[src/cia_pkg.sv]
// ----------------------------------------------------------------------------
// cia_pkg
// Shared types and constants for the complex integer ALU pipeline.
// ----------------------------------------------------------------------------
`default_nettype none

package cia_pkg;

  localparam int OPERAND_BITS_DEF  = 16;
  localparam int FRACTION_BITS_DEF = 16;
  localparam int OUT_BITS          = 49;

  typedef enum logic [1:0] {
    OP_ADD = 2'd0,
    OP_SUB = 2'd1,
    OP_MUL = 2'd2,
    OP_DIV = 2'd3
  } cia_op_t;

  // Side information that travels with an item through the divider stages.
  typedef struct packed {
    logic                       is_div;
    logic                       dz;
    logic                       neg_re;
    logic                       neg_im;
    logic signed [OUT_BITS-1:0] pre_re;
    logic signed [OUT_BITS-1:0] pre_im;
  } cia_tag_t;

endpackage : cia_pkg

`default_nettype wire

[src/cia_div_step.sv]
// ----------------------------------------------------------------------------
// cia_div_step
// One restoring division step for both quotient lanes, registered.
// ----------------------------------------------------------------------------
`default_nettype none

module cia_div_step #(
  parameter int DW = 2 * cia_pkg::OPERAND_BITS_DEF,
  parameter int QW = 2 * cia_pkg::OPERAND_BITS_DEF + cia_pkg::FRACTION_BITS_DEF
) (
  input  wire logic              clk,
  input  wire logic              rst_n,
  input  wire logic              vld_i,
  input  wire cia_pkg::cia_tag_t tag_i,
  input  wire logic [DW-1:0]     den_i,
  input  wire logic [DW-1:0]     rem_re_i,
  input  wire logic [QW-1:0]     nq_re_i,
  input  wire logic [DW-1:0]     rem_im_i,
  input  wire logic [QW-1:0]     nq_im_i,
  output logic                   vld_o,
  output cia_pkg::cia_tag_t      tag_o,
  output logic [DW-1:0]          den_o,
  output logic [DW-1:0]          rem_re_o,
  output logic [QW-1:0]          nq_re_o,
  output logic [DW-1:0]          rem_im_o,
  output logic [QW-1:0]          nq_im_o
);
  import cia_pkg::*;

  logic [DW:0]   trial_re, trial_im, diff_re, diff_im;
  logic          ge_re, ge_im;
  logic [DW-1:0] rem_re_nxt, rem_im_nxt;

  // Bring down the next dividend bit, subtract if the divisor fits
  always_comb begin
    trial_re   = {rem_re_i, nq_re_i[QW-1]};
    trial_im   = {rem_im_i, nq_im_i[QW-1]};
    diff_re    = trial_re - {1'b0, den_i};
    diff_im    = trial_im - {1'b0, den_i};
    ge_re      = trial_re >= {1'b0, den_i};
    ge_im      = trial_im >= {1'b0, den_i};
    rem_re_nxt = ge_re ? diff_re[DW-1:0] : trial_re[DW-1:0];
    rem_im_nxt = ge_im ? diff_im[DW-1:0] : trial_im[DW-1:0];
  end

  always_ff @(posedge clk) begin
    if (!rst_n) begin
      vld_o <= 1'b0;
    end else begin
      vld_o <= vld_i;
    end
  end

  always_ff @(posedge clk) begin
    tag_o    <= tag_i;
    den_o    <= den_i;
    rem_re_o <= rem_re_nxt;
    rem_im_o <= rem_im_nxt;
    nq_re_o  <= {nq_re_i[QW-2:0], ge_re};
    nq_im_o  <= {nq_im_i[QW-2:0], ge_im};
  end

endmodule : cia_div_step

`default_nettype wire

[config.mk]
export PLATFORM = sky130hd
export DESIGN_NAME = cia_div_step
export DESIGN_NICKNAME = d
export VERILOG_FILES = /design/src/cia_pkg.sv /design/src/cia_div_step.sv
export SDC_FILE = /design/constraint.sdc
export NUM_CORES = 1
export LEC_CHECK = 0
export BUFFER_PORTS_ARGS = -buffer_cell sky130_fd_sc_hd__buf_2
export CAP_MARGIN = 20
export CORE_AREA = 2 2 229 231
export CTS_CLUSTER_SIZE = 14
export DETAILED_ROUTE_END_ITERATION = 16
export DIE_AREA = 0 0 231 233
export SLEW_MARGIN = 10
export SYNTH_ARGS = -nofsm -noshare
export SYNTH_HDL_FRONTEND = slang
export SYNTH_SLANG_ARGS = --single-unit
export TNS_END_PERCENT = 30
[constraint.sdc]
create_clock -name clk -period 3.85 [get_ports clk]
set_input_delay 0.1925 -clock clk [delete_from_list [all_inputs] [get_ports clk]]
set_output_delay 0.1925 -clock clk [all_outputs]
set_load 0.005 [all_outputs]
==> out/results.ini <==
[worst_setup_path]
crit_buf_inv=3
slowest_stage=and2_4
cp.depth=12
end_kind=flop
worstSetupPathType=in -> reg
arrival_ps=3680
path_max_fanout=33
cp_slowest_stage_delay_ps=620
crit_chain=dlygate4sd3_1, buf_2, inv_1, ha_1, a21o_1, a21oi_2, a2111o_1, nand3_2, o211a_4, o31ai_4, and2_4, mux2_2
worst_path_dominant_cell_family=compound AO/OA/AOI/OAI gates
crit_required_ps=4320
startpoint_type=input pin

[clock_network]
tritoncts=yes
cts.clk_slew.worst_paths_ps=70
clock_sinks=295
ctsLongestPathBuffers=3
htree_levels=1
post-cts-setup-buffers=0
cts_root_buf=clkbuf_16
cts_made_buffers=31

[routing]
routed_wl_um=48600
drtPass1Iterations=5
dr_total_vias=10600
post_drt_wl_per_cell_um=19.0
drtIter0Drc=461
via_per_inst=4.15
antenna_left=0
post-route-drc-count=0

[floorplanning]
core_um2=51100
dieArea_um2=53800
rows=83
start_util=0.204
die_x_um=231
fp.dieH_um=233
ios=592

[synth]
synthArstFlopShare=0
synth-seq-cells=295
yosysWarnings=0
synthFlopType=dfxtp_1
yosysUniqueCellTypes=67
syn_area_um2=10400
synth_cells=945
avgSynthCellArea_um2=11.0
synth_edf_count=0
syn_nets=1308
ys_seq_area_frac=0.566

[hold_path]
worst_hold_path_type=in -> reg
min_to=rem_re_o[0]
holdPathStages=4
hold_path.startpoint=rem_re_i[31]

[timing]
relSlewSlack=0.293
min_period_over_period=0.836
fmax_mhz=311
fin_crit_ps=3220
setup_viol=0
slew_violations=0
hold_violations=0
tightest_slew_ps=1050
rsz0062_at_grt=false
setup-tns-final_ps=0

[pwr]
p_leak_nw=8.74
p_per_area_nw_per_um2=457
peakVddDrop_v=0.000312

[finish]
num-nets-final=2211
final_cells=2558
layout_commonest_cell=buf_2
final_cell_mix=buf_2, dfxtp_1, dlygate4sd3_1
fillers=5043
area_delta_synth_final_pct=74.3
drive_gt1_frac=0.370

[global_routing]
track_usage=0.169
overflow=0
grtUsageMet1=0.172
grt_max_degree=47
antenna_found_initial=9
use_met3=0.0341
gr-usage-met2=0.329
grt_pass1_wl_um=68300
busiest_layer=met2
grt_pass1_vias=11100

[outcome]
status=finished, final reports clean

[placed_design]
globalplace.congestion=0.902
hpwl_um=36600
portBuffers=591
place_inst=2201

[run]
drv_cap=0

-- cell type report --
class                      count  area, um2  share of cell area
timing repair buffer         890       5940               0.326
sequential                   295       5910               0.325
multi-input combinational    570       4170               0.229
clock buffer                  41        863              0.0474
tap                          680        851              0.0468
inverter                      60        225              0.0124
clock inverter                14        224              0.0123
antenna                        8       20.0             0.00110
-- cells by family after synthesis --
kind of cell / share of synthesized area
DFF: 0.566
muxes: 0.0402
buffers and inverters: 0.0348
adders and majority gates: 0.0806
and+or+nand+nor: 0.0927
AOI/OAI and AO/OA: 0.143
xor gates and xnor gates: 0.0428
-- cell usage after synthesis (all sizes together), types with 11 or more instances --
library cell,number,area (um2)
mux2,28,409
nand2,69,259
o21ai,56,284
xor2,25,219
a21o,28,210
buf,12,106
inv,60,225
dfxtp,295,5910
ha,64,801
nor3,11,55.1
nor2,38,150
xnor2,26,228
nand3,25,135
a21oi,61,309
a211oi,13,103
-- worst max-delay path by stage --
stage / slack, ps / startpoint / to
final: 630 / den_i[3] / rem_re_o[4]
after global routing: 460 / den_i[3] / rem_re_o[3]
after CTS: 630 / den_i[3] / rem_re_o[3]
after detailed placement: 550 / den_i[3] / rem_re_o[3]
after global placement: 600 / den_i[3] / rem_re_o[3]
after floorplan: 1280 / den_i[3] / rem_re_o[25]
-- layer usage --
metal | share of wire | routed length [um] | vias up
met5 | 0.00027 | 13 | -
li1 | - | - | 5116
met2 | 0.54 | 26300 | 403
met4 | 0.039 | 1900 | 2
met1 | 0.36 | 17500 | 4999
met3 | 0.059 | 2860 | 85
-- sequential cells by signal, indices dropped and copies added, names as in the netlist --
register and flops:
den_o 32, tag_o 102, nq_re_o 48, nq_im_o 48, rem_im_o 32, vld_o 1, rem_re_o 32
-- what timing repair did --
item                                   in CTS  in global routing
hold buffers                              294                  0
endpoints found under the hold margin     293                  0
resized for setup                           0                  0
-- power by group --
| group | internal (mW) | switching [mW] |
|---|---|---|
| sequential | 3.33 | 0.0907 |
| clock | 1.92 | 1.29 |
| combinational | 0.856 | 0.835 |
-- per-stage QoR --
step / hold slack [ps] / util / setup slack (ps) / instance area, um2 / power (mW)
floorplan: 220 / - / 1280 / 10400 / 4.21
detailed placement: 296 / 0.277 / 551 / 14100 / 4.92
CTS: 86.4 / 0.356 / 632 / 18200 / 8.38
global route: 105 / 0.356 / 463 / 18200 / 8.69
global placement: 295 / 0.277 / 596 / 14100 / 4.92
finish: 117 / 0.356 / 632 / 18200 / 8.32
Power figures use the tool's default switching activity.
